[src/rtl/core/stg_pkg.sv]
package stg_pkg;

  localparam int TAPS_DEF   = 8;

  localparam int SAMPLE_W   = 16;
  localparam int STEP_W     = 15;
  localparam int AMP_W      = 15;
  localparam int COEF_W     = 16;

  localparam int CFG_ADDR_W = 3;
  localparam int CFG_DATA_W = 16;

  // shared multiplier operand widths
  localparam int MUL_A_W    = 17;
  localparam int MUL_B_W    = 20;
  localparam int MUL_P_W    = MUL_A_W + MUL_B_W;
  // low slice of the accumulator used in the first scaling pass
  localparam int LO_W       = 19;
  // the scaled value is divided by 2^31
  localparam int OUT_SHIFT  = 31;

  localparam logic [CFG_ADDR_W-1:0] REG_PHASE_STEP = 3'd0;
  localparam logic [CFG_ADDR_W-1:0] REG_AMPLITUDE  = 3'd1;
  localparam logic [CFG_ADDR_W-1:0] REG_COEF_OUTER = 3'd2;
  localparam logic [CFG_ADDR_W-1:0] REG_COEF_2ND   = 3'd3;
  localparam logic [CFG_ADDR_W-1:0] REG_COEF_3RD   = 3'd4;
  localparam logic [CFG_ADDR_W-1:0] REG_COEF_CTR   = 3'd5;

  localparam logic [STEP_W-1:0] RST_PHASE_STEP = 15'd492;
  localparam logic [AMP_W-1:0]  RST_AMPLITUDE  = 15'd500;
  localparam logic [COEF_W-1:0] RST_COEF_OUTER = 16'd655;
  localparam logic [COEF_W-1:0] RST_COEF_2ND   = 16'd3277;
  localparam logic [COEF_W-1:0] RST_COEF_3RD   = 16'd7864;
  localparam logic [COEF_W-1:0] RST_COEF_CTR   = 16'd20972;

  typedef struct packed {
    logic [STEP_W-1:0] phase_step;
    logic [AMP_W-1:0]  amplitude;
    logic [COEF_W-1:0] coef_outer;
    logic [COEF_W-1:0] coef_second;
    logic [COEF_W-1:0] coef_third;
    logic [COEF_W-1:0] coef_center;
  } cfg_t;

  typedef enum logic [2:0] {
    ST_IDLE,
    ST_TAP,
    ST_SCALE_LO,
    ST_SCALE_HI,
    ST_SAT
  } state_t;

  typedef struct packed {
    logic acc_clr;
    logic acc_en;
    logic scale_lo;
    logic scale_hi;
  } mac_ctl_t;

  typedef struct packed {
    logic busy;
    logic pos_adv;
    logic load_held;
  } seq_stat_t;

endpackage

[src/rtl/core/stg_cfg_regs.sv]
module stg_cfg_regs
  import stg_pkg::*;
(
  input  logic                  clk,
  input  logic                  rst_n,
  input  logic                  cfg_we,
  input  logic [CFG_ADDR_W-1:0] cfg_addr,
  input  logic [CFG_DATA_W-1:0] cfg_wdata,
  output cfg_t                  cfg
);

  cfg_t cfg_r;

  always_ff @(posedge clk) begin
    if (!rst_n) begin
      cfg_r.phase_step  <= RST_PHASE_STEP;
      cfg_r.amplitude   <= RST_AMPLITUDE;
      cfg_r.coef_outer  <= RST_COEF_OUTER;
      cfg_r.coef_second <= RST_COEF_2ND;
      cfg_r.coef_third  <= RST_COEF_3RD;
      cfg_r.coef_center <= RST_COEF_CTR;
    end else if (cfg_we) begin
      case (cfg_addr)
        REG_PHASE_STEP: cfg_r.phase_step  <= cfg_wdata[STEP_W-1:0];
        REG_AMPLITUDE:  cfg_r.amplitude   <= cfg_wdata[AMP_W-1:0];
        REG_COEF_OUTER: cfg_r.coef_outer  <= cfg_wdata[COEF_W-1:0];
        REG_COEF_2ND:   cfg_r.coef_second <= cfg_wdata[COEF_W-1:0];
        REG_COEF_3RD:   cfg_r.coef_third  <= cfg_wdata[COEF_W-1:0];
        REG_COEF_CTR:   cfg_r.coef_center <= cfg_wdata[COEF_W-1:0];
        default: ;
      endcase
    end
  end

  assign cfg = cfg_r;

endmodule

[src/rtl/core/stg_ctrl.sv]
module stg_ctrl
  import stg_pkg::*;
#(
  parameter int TAPS = TAPS_DEF
) (
  input  logic                     clk,
  input  logic                     rst_n,
  input  logic                     start,
  output mac_ctl_t                 mac_ctl,
  output seq_stat_t                stat,
  output logic [$clog2(TAPS)-1:0]  tap_cnt
);

  localparam int CNT_W = $clog2(TAPS);
  localparam logic [CNT_W-1:0] LAST_TAP = CNT_W'(TAPS - 1);

  state_t           state_r, state_nxt;
  logic [CNT_W-1:0] cnt_r, cnt_nxt;
  logic             last_tap;

  assign last_tap = (cnt_r == LAST_TAP);

  always_comb begin
    state_nxt = state_r;
    case (state_r)
      ST_IDLE:     if (start) state_nxt = ST_TAP;
      ST_TAP:      if (last_tap) state_nxt = ST_SCALE_LO;
      ST_SCALE_LO: state_nxt = ST_SCALE_HI;
      ST_SCALE_HI: state_nxt = ST_SAT;
      ST_SAT:      state_nxt = ST_IDLE;
      default:     state_nxt = ST_IDLE;
    endcase
  end

  always_comb begin
    cnt_nxt = '0;
    if (state_r == ST_TAP && !last_tap) begin
      cnt_nxt = cnt_r + 1'b1;
    end
  end

  always_comb begin
    mac_ctl = '0;
    stat    = '0;
    case (state_r)
      ST_IDLE: begin
        mac_ctl.acc_clr = start;
      end
      ST_TAP: begin
        mac_ctl.acc_en = 1'b1;
        stat.pos_adv   = last_tap;
        stat.busy      = 1'b1;
      end
      ST_SCALE_LO: begin
        mac_ctl.scale_lo = 1'b1;
        stat.busy        = 1'b1;
      end
      ST_SCALE_HI: begin
        mac_ctl.scale_hi = 1'b1;
        stat.busy        = 1'b1;
      end
      ST_SAT: begin
        stat.load_held = 1'b1;
        stat.busy      = 1'b1;
      end
      default: begin
        stat.busy = 1'b1;
      end
    endcase
  end

  always_ff @(posedge clk) begin
    if (!rst_n) begin
      state_r <= ST_IDLE;
      cnt_r   <= '0;
    end else begin
      state_r <= state_nxt;
      cnt_r   <= cnt_nxt;
    end
  end

  assign tap_cnt = cnt_r;

endmodule

[src/rtl/core/stg_mac.sv]
module stg_mac
  import stg_pkg::*;
#(
  parameter int TAPS = TAPS_DEF
) (
  input  logic                       clk,
  input  mac_ctl_t                   mac_ctl,
  input  logic        [COEF_W-1:0]   coef,
  input  logic signed [SAMPLE_W-1:0] tap_sample,
  input  logic        [AMP_W-1:0]    amplitude,
  output logic        [SAMPLE_W-1:0] sample
);

  // each tap product fits 33 bits signed, plus growth over the taps
  localparam int ACC_W = 33 + $clog2(TAPS);
  localparam int HI_W  = ACC_W - LO_W;
  localparam int V_W   = ACC_W + AMP_W + 1;
  localparam int MAG_W = V_W - OUT_SHIFT;

  logic signed [ACC_W-1:0]   acc_r;
  logic signed [V_W-1:0]     v_r;
  logic signed [MUL_A_W-1:0] mul_a;
  logic signed [MUL_B_W-1:0] mul_b;
  logic signed [MUL_P_W-1:0] prod;
  logic signed [V_W-1:0]     prod_ext;
  logic        [V_W-1:0]     abs_v;
  logic        [MAG_W-1:0]   mag;
  logic                      upper_set;
  logic        [SAMPLE_W-1:0] neg_mag;

  // operand select for the shared multiplier
  always_comb begin
    mul_a = {{(MUL_A_W-COEF_W){1'b0}}, coef};
    mul_b = {{(MUL_B_W-SAMPLE_W){tap_sample[SAMPLE_W-1]}}, tap_sample};
    if (mac_ctl.scale_lo) begin
      mul_a = {{(MUL_A_W-AMP_W){1'b0}}, amplitude};
      mul_b = {{(MUL_B_W-LO_W){1'b0}}, acc_r[LO_W-1:0]};
    end else if (mac_ctl.scale_hi) begin
      mul_a = {{(MUL_A_W-AMP_W){1'b0}}, amplitude};
      mul_b = {{(MUL_B_W-HI_W){acc_r[ACC_W-1]}}, acc_r[ACC_W-1:LO_W]};
    end
  end

  assign prod     = mul_a * mul_b;
  assign prod_ext = {{(V_W-MUL_P_W){prod[MUL_P_W-1]}}, prod};

  always_ff @(posedge clk) begin
    if (mac_ctl.acc_clr) begin
      acc_r <= '0;
    end else if (mac_ctl.acc_en) begin
      acc_r <= acc_r + prod_ext[ACC_W-1:0];
    end
    if (mac_ctl.scale_lo) begin
      v_r <= prod_ext;
    end else if (mac_ctl.scale_hi) begin
      v_r <= v_r + (prod_ext <<< LO_W);
    end
  end

  // truncate toward zero on the magnitude, then saturate to 16 bits
  assign abs_v     = v_r[V_W-1] ? (~v_r + 1'b1) : v_r;
  assign mag       = abs_v[V_W-1:OUT_SHIFT];
  assign upper_set = |mag[MAG_W-1:SAMPLE_W];
  assign neg_mag   = ~mag[SAMPLE_W-1:0] + 1'b1;

  always_comb begin
    if (v_r[V_W-1]) begin
      if (upper_set || (mag[SAMPLE_W-1] && |mag[SAMPLE_W-2:0])) begin
        sample = {1'b1, {(SAMPLE_W-1){1'b0}}};
      end else begin
        sample = neg_mag;
      end
    end else begin
      if (upper_set || mag[SAMPLE_W-1]) begin
        sample = {1'b0, {(SAMPLE_W-1){1'b1}}};
      end else begin
        sample = mag[SAMPLE_W-1:0];
      end
    end
  end

endmodule

[src/rtl/core/sawtooth_fir8_tone_generator_top.sv]
// Sawtooth tone source with a symmetric FIR low-pass, feeding a codec transmit slot.
//
// in_*  : one transfer per transmit slot; in_tdata[0] is tx_ready. A transfer with
//         tx_ready low is taken and does nothing.
// out_* : one transfer of the held 16-bit sample per slot with tx_ready high,
//         registered and shown the cycle after the input transfer.
// cfg_* : write enable, register index and data; write only while the block is idle.
//
// Every second sample slot refreshes the held sample: the phase advances, enters the
// delay line and the FIR runs through one shared multiplier, one tap a cycle, then
// amplitude scaling on the low and high accumulator slices and a saturation step.
// Such a slot keeps in_tready low while the sequencer works through these steps; any
// other slot leaves it idle. The shared multiplier and accumulator cause the wait.
// A stalled receiver holds out_tvalid and out_tdata, and in_tready stays low until
// the waiting sample has been taken or is taken in the same cycle.
// After reset the delay line, phase and held sample are zero and the registers hold
// their default values; the block is ready in the first cycle after reset.
module sawtooth_fir8_tone_generator_top
  import stg_pkg::*;
#(
  parameter int TAPS = TAPS_DEF
) (
  input  logic                  clk,
  input  logic                  rst_n,
  input  logic                  in_tvalid,
  output logic                  in_tready,
  input  logic [7:0]            in_tdata,   // [0] tx_ready, [7:1] zero
  output logic                  out_tvalid,
  input  logic                  out_tready,
  output logic [15:0]           out_tdata,  // [15:0] out_sample
  input  logic                  cfg_we,
  input  logic [CFG_ADDR_W-1:0] cfg_addr,
  input  logic [CFG_DATA_W-1:0] cfg_wdata
);

  localparam int IDX_W = $clog2(TAPS);
  localparam logic [IDX_W:0]   TAPS_X   = (IDX_W+1)'(TAPS);
  localparam logic [IDX_W-1:0] LAST_IDX = IDX_W'(TAPS - 1);

  cfg_t      cfg;
  mac_ctl_t  mac_ctl;
  seq_stat_t stat;

  logic [IDX_W-1:0]    tap_cnt;
  logic [SAMPLE_W-1:0] dly_r [TAPS];
  logic [IDX_W-1:0]    pos_r;
  logic [SAMPLE_W-1:0] phase_r;
  logic [SAMPLE_W-1:0] held_r;
  logic                parity_r;
  logic                out_valid_r;
  logic [SAMPLE_W-1:0] out_data_r;

  logic                take, update;
  logic [SAMPLE_W-1:0] phase_nxt;
  logic [IDX_W:0]      rd_sum;
  logic [IDX_W-1:0]    rd_idx;
  logic [IDX_W-1:0]    mirror, fold;
  logic [COEF_W-1:0]   coef;
  logic [SAMPLE_W-1:0] new_sample;

  stg_cfg_regs u_cfg (
    .clk       (clk),
    .rst_n     (rst_n),
    .cfg_we    (cfg_we),
    .cfg_addr  (cfg_addr),
    .cfg_wdata (cfg_wdata),
    .cfg       (cfg)
  );

  assign in_tready = !stat.busy && (!out_valid_r || out_tready);
  assign take      = in_tvalid && in_tready && in_tdata[0];
  assign update    = take && parity_r;
  assign phase_nxt = phase_r + {1'b0, cfg.phase_step};

  stg_ctrl #(.TAPS(TAPS)) u_ctrl (
    .clk     (clk),
    .rst_n   (rst_n),
    .start   (update),
    .mac_ctl (mac_ctl),
    .stat    (stat),
    .tap_cnt (tap_cnt)
  );

  // ring address of the current tap
  always_comb begin
    rd_sum = {1'b0, pos_r} + {1'b0, tap_cnt};
    if (rd_sum >= TAPS_X) begin
      rd_sum = rd_sum - TAPS_X;
    end
    rd_idx = rd_sum[IDX_W-1:0];
  end

  // symmetric weights: fold the tap onto the nearer end
  always_comb begin
    mirror = LAST_IDX - tap_cnt;
    fold   = (tap_cnt < mirror) ? tap_cnt : mirror;
    if (int'(fold) == 0) begin
      coef = cfg.coef_outer;
    end else if (int'(fold) == 1) begin
      coef = cfg.coef_second;
    end else if (int'(fold) == 2) begin
      coef = cfg.coef_third;
    end else begin
      coef = cfg.coef_center;
    end
  end

  stg_mac #(.TAPS(TAPS)) u_mac (
    .clk        (clk),
    .mac_ctl    (mac_ctl),
    .coef       (coef),
    .tap_sample (dly_r[rd_idx]),
    .amplitude  (cfg.amplitude),
    .sample     (new_sample)
  );

  always_ff @(posedge clk) begin
    if (!rst_n) begin
      for (int i = 0; i < TAPS; i++) begin
        dly_r[i] <= '0;
      end
      pos_r       <= '0;
      phase_r     <= '0;
      held_r      <= '0;
      parity_r    <= 1'b0;
      out_valid_r <= 1'b0;
    end else begin
      if (take) begin
        out_valid_r <= 1'b1;
        parity_r    <= ~parity_r;
      end else if (out_valid_r && out_tready) begin
        out_valid_r <= 1'b0;
      end
      if (update) begin
        phase_r      <= phase_nxt;
        dly_r[pos_r] <= phase_nxt;
      end
      if (stat.pos_adv) begin
        pos_r <= (pos_r == LAST_IDX) ? '0 : pos_r + 1'b1;
      end
      if (stat.load_held) begin
        held_r <= new_sample;
      end
    end
  end

  always_ff @(posedge clk) begin
    if (take) begin
      out_data_r <= held_r;
    end
  end

  assign out_tvalid = out_valid_r;
  assign out_tdata  = out_data_r;

endmodule
[config.mk]
export PLATFORM = sky130hd
export DESIGN_NAME = sawtooth_fir8_tone_generator_top
export DESIGN_NICKNAME = d
export VERILOG_FILES = /design/src/rtl/core/stg_pkg.sv /design/src/rtl/core/stg_cfg_regs.sv /design/src/rtl/core/stg_ctrl.sv /design/src/rtl/core/stg_mac.sv /design/src/rtl/core/sawtooth_fir8_tone_generator_top.sv
export SDC_FILE = /design/constraint.sdc
export NUM_CORES = 2
export LEC_CHECK = 0
export BUFFER_PORTS_ARGS = -buffer_cell sky130_fd_sc_hd__buf_2
export CAP_MARGIN = 40
export CORE_UTILIZATION = 40
export DETAILED_ROUTE_END_ITERATION = 10
export PLACE_DENSITY_LB_ADDON = 0.3
export SLEW_MARGIN = 5
export SYNTH_ARGS = -nofsm -noshare
export SYNTH_HDL_FRONTEND = slang
export SYNTH_SLANG_ARGS = --single-unit
[constraint.sdc]
create_clock -name clk -period 12.5 [get_ports clk]
set_input_delay 1.25 -clock clk [delete_from_list [all_inputs] [get_ports clk]]
set_output_delay 1.25 -clock clk [all_outputs]
set_load 0.02 [all_outputs]
==> results.py <==
metrics = {
    "hold_path": {
        "whs_endpoint": "out_tdata[4]$_DFFE_PP_",
        "hold_path_depth": 0,
        "hold_start": "held_r[4]$_SDFFE_PN0N_",
        "hp-class": "reg -> reg",
    },
    "synth": {
        "synth-simple-area-share_pct": 18.1,
        "synth_compound_area_share_pct": 10.5,
        "yosys_register_bits": 369,
        "avgSynthCellArea_um2": 9.19,
        "yosysTopAreaCellShare_pct": 20.2,
        "ys_seq_area_share_pct": 29.1,
        "ys_async_sr_fraction_pct": 0,
        "yosysWarnings": 0,
        "synth-edff-count": 196,
        "yosysTopAreaCell": "fa_1",
        "synth_nets": 4040,
        "synth_top_family_by_area": "adder cells",
        "synthCells": 3500,
        "synth-xor-area-share_pct": 2.91,
        "synthMuxAreaShare_pct": 4.57,
        "yosysUniqueCellTypes": 83,
        "synthTopCellsByArea": "fa_1, edfxtp_1, dfxtp_1",
        "synth_top_flop_cell": "edfxtp_1",
        "synth_fa_ha_area_share_pct": 27.3,
        "syn_area_um2": 32200,
    },
    "timing": {
        "hold_viol": 0,
        "setup_violations": 0,
        "min_period_ns": 11.85,
        "maxSlewHeadroom_pct": 37.2,
        "slew_viol_final": 0,
        "whs_ns": 0.430,
        "rsz0062_at_grt": "no",
        "fin_setup_tns_ns": 0,
        "fin_crit_sh_pct": 94.8,
        "skew_ns": 0.0141,
        "fmaxAchievable_ghz": 0.0844,
        "worstMarginPinSlew_ns": 0.939,
    },
    "cts": {
        "root_buffer": "clkbuf_16",
        "ctsResizeCount": 0,
        "clock_latency_ns": 0.58,
        "holdBufCountCts": 0,
        "cts_tree": "built",
        "cts_buffers": 43,
        "cts_max_level": 2,
        "clkSinkCount": 369,
        "cts_buffer_depth": 3,
        "cts.clk_slew.worst_paths_ns": 0.06,
        "cts_setup_buffers": 0,
    },
    "setup_path": {
        "slowest_delay_ns": 0.67,
        "rrSetupSlack_ns": 0.65,
        "crit_top_cell": "fa_1",
        "crit_type": "reg -> reg",
        "cp.arrival_ns": 12.13,
        "crit_path_start_kind": "flip-flop",
        "rr_endpoint": "u_mac.v_r[51]$_DFFE_PP_",
        "crit_slowest_cell": "xnor2_2",
        "rr_startpoint": "pos_r[0]$_SDFFE_PN0P_",
        "crit_fanout": 16,
        "r2r_cells": 42,
        "required_ns": 12.78,
        "endpoint_kind": "flip-flop",
    },
    "grt": {
        "grt_pass1_wl_um": 136000,
        "first_global_vias": 24100,
        "grt_start_max_net_pins": 98,
        "grt_overflow": 0,
        "grtUsageTotal_pct": 21.2,
        "antenna_found_initial": 0,
    },
    "job": {
        "maxCapViolCount": 0,
    },
    "route": {
        "drtIter0Drc": 1615,
        "met2_length_um": 40400,
        "num_vias": 24400,
        "postRouteAntennaNets": 0,
        "drc": 0,
        "viasPerCell": 5.29,
        "highest_layer": "met4",
        "drt_first_pass_iters": 5,
        "wl_met3_um": 4760,
        "wl_met1_um": 38200,
        "wl_per_cell_um": 18.5,
        "wl_um": 85200,
    },
    "cells_and_area": {
        "nNetsFinal": 4064,
        "multi_input_area_um2": 20400,
        "final_area_um2": 35400,
        "syn_to_final_growth_pct": 10.1,
        "drive_gt1_share_pct": 8.63,
        "layout_common_cells": "nand2_1, inv_1, fa_1, nor2_1, edfxtp_1",
        "fin_cells": 4606,
        "num-fill-cells": 7710,
        "mostFrequentLayoutCell": "nand2_1",
        "ff_latch_area_um2": 9350,
        "n_antenna_cell": 0,
    },
    "placed_design": {
        "dpl.cell_count": 4528,
        "place_hpwl_um": 63300,
        "gp_congestion": 0.885,
        "portBuffers": 42,
        "placed_cell_area_um2": 33900,
    },
    "floorplan": {
        "ios": 50,
        "die-area_um2": 81500,
        "coreArea_um2": 79300,
        "fp-row-count": 103,
        "dieWidth_um": 286,
        "initial_core_util_pct": 40.6,
        "die_h_um": 286,
    },
    "status": {
        "status": "finished, final reports clean",
    },
}
## metrics by stage
stage               util (%)  worst slack, ns
finish                  44.7            0.651
floorplan                  -             2.27
CTS                     44.7            0.692
global route            44.7          0.00752
detailed placement      42.8            0.724
global placement        42.5            0.585
## worst max-delay path by stage
| stage | start | to |
|---|---|---|
| finish | pos_r[0]$_SDFFE_PN0P_ | u_mac.v_r[51]$_DFFE_PP_ |
| CTS | pos_r[0]$_SDFFE_PN0P_ | u_mac.v_r[51]$_DFFE_PP_ |
| global placement | pos_r[0]$_SDFFE_PN0P_ | u_mac.v_r[51]$_DFFE_PP_ |
| detailed placement | pos_r[0]$_SDFFE_PN0P_ | u_mac.v_r[51]$_DFFE_PP_ |
| floorplan | u_ctrl.tap_cnt[0]$_SDFF_PN0_ | u_mac.v_r[51]$_DFFE_PP_ |
| global route | pos_r[0]$_SDFFE_PN0P_ | u_mac.acc_r[33]$_SDFFE_PP0P_ |
## Yosys cell counts, drive strengths merged, types with 48 or more instances
cell and number:
dfxtp 173, nor2 254, nand3 95, ha 183, a21oi 137, clkbuf 136
nor2b 106, fa 325, a21boi 58, inv 472, edfxtp 196, mux4 48
xnor2 68, o21ai 140, nand2 557, and2 59
## sequential cells by signal, summed over array words and instances (netlist names)
name            cells
u_cfg.cfg          94
parity_r            1
held_r             16
u_ctrl.tap_cnt      3
dly_r             128
out_tvalid          1
phase_r            16
pos_r               3
out_tdata          16
u_mac.acc_r        36
u_mac.v_r          52
u_ctrl.state_r      3
## worst max-delay path, delay by kind of cell, from the launching register on
family | cells | cell delay (ns)
compound gates | 14 | 2.89
simple gates | 3 | 0.71
buf+inv | 9 | 1.14
mux | 2 | 0.80
fa+ha+maj | 10 | 4.35
xor+xnor | 4 | 1.12
flops | 1 | 0.53
## layout make-up
cell class	count	area share, %
multi-input combinational	2500	57.8
sequential	369	26.4
inverter	472	5.00
tap	1050	3.71
clock buffer	53	3.32
timing repair buffer	138	3.03
clock inverter	24	0.781
## layer usage
metal / up-vias / track usage [%]
met2: 644 / 34.8
met1: 12100 / 29.6
met4: 0 / 5.40
li1: 11600 / -
met5: - / 0
met3: 114 / 2.69
## kinds of logic after synthesis
kind of cell,Yosys count
and+or+nand+nor,1265
buffers and inverters,631
AOI/OAI and AO/OA,535
adders and majority gates,508
DFF,369
xor gates and xnor gates,107
muxes,85
Power is left out: the tool's default activity adds up to more than one toggle a clock period on the data nets, which glitch-free logic cannot reach.
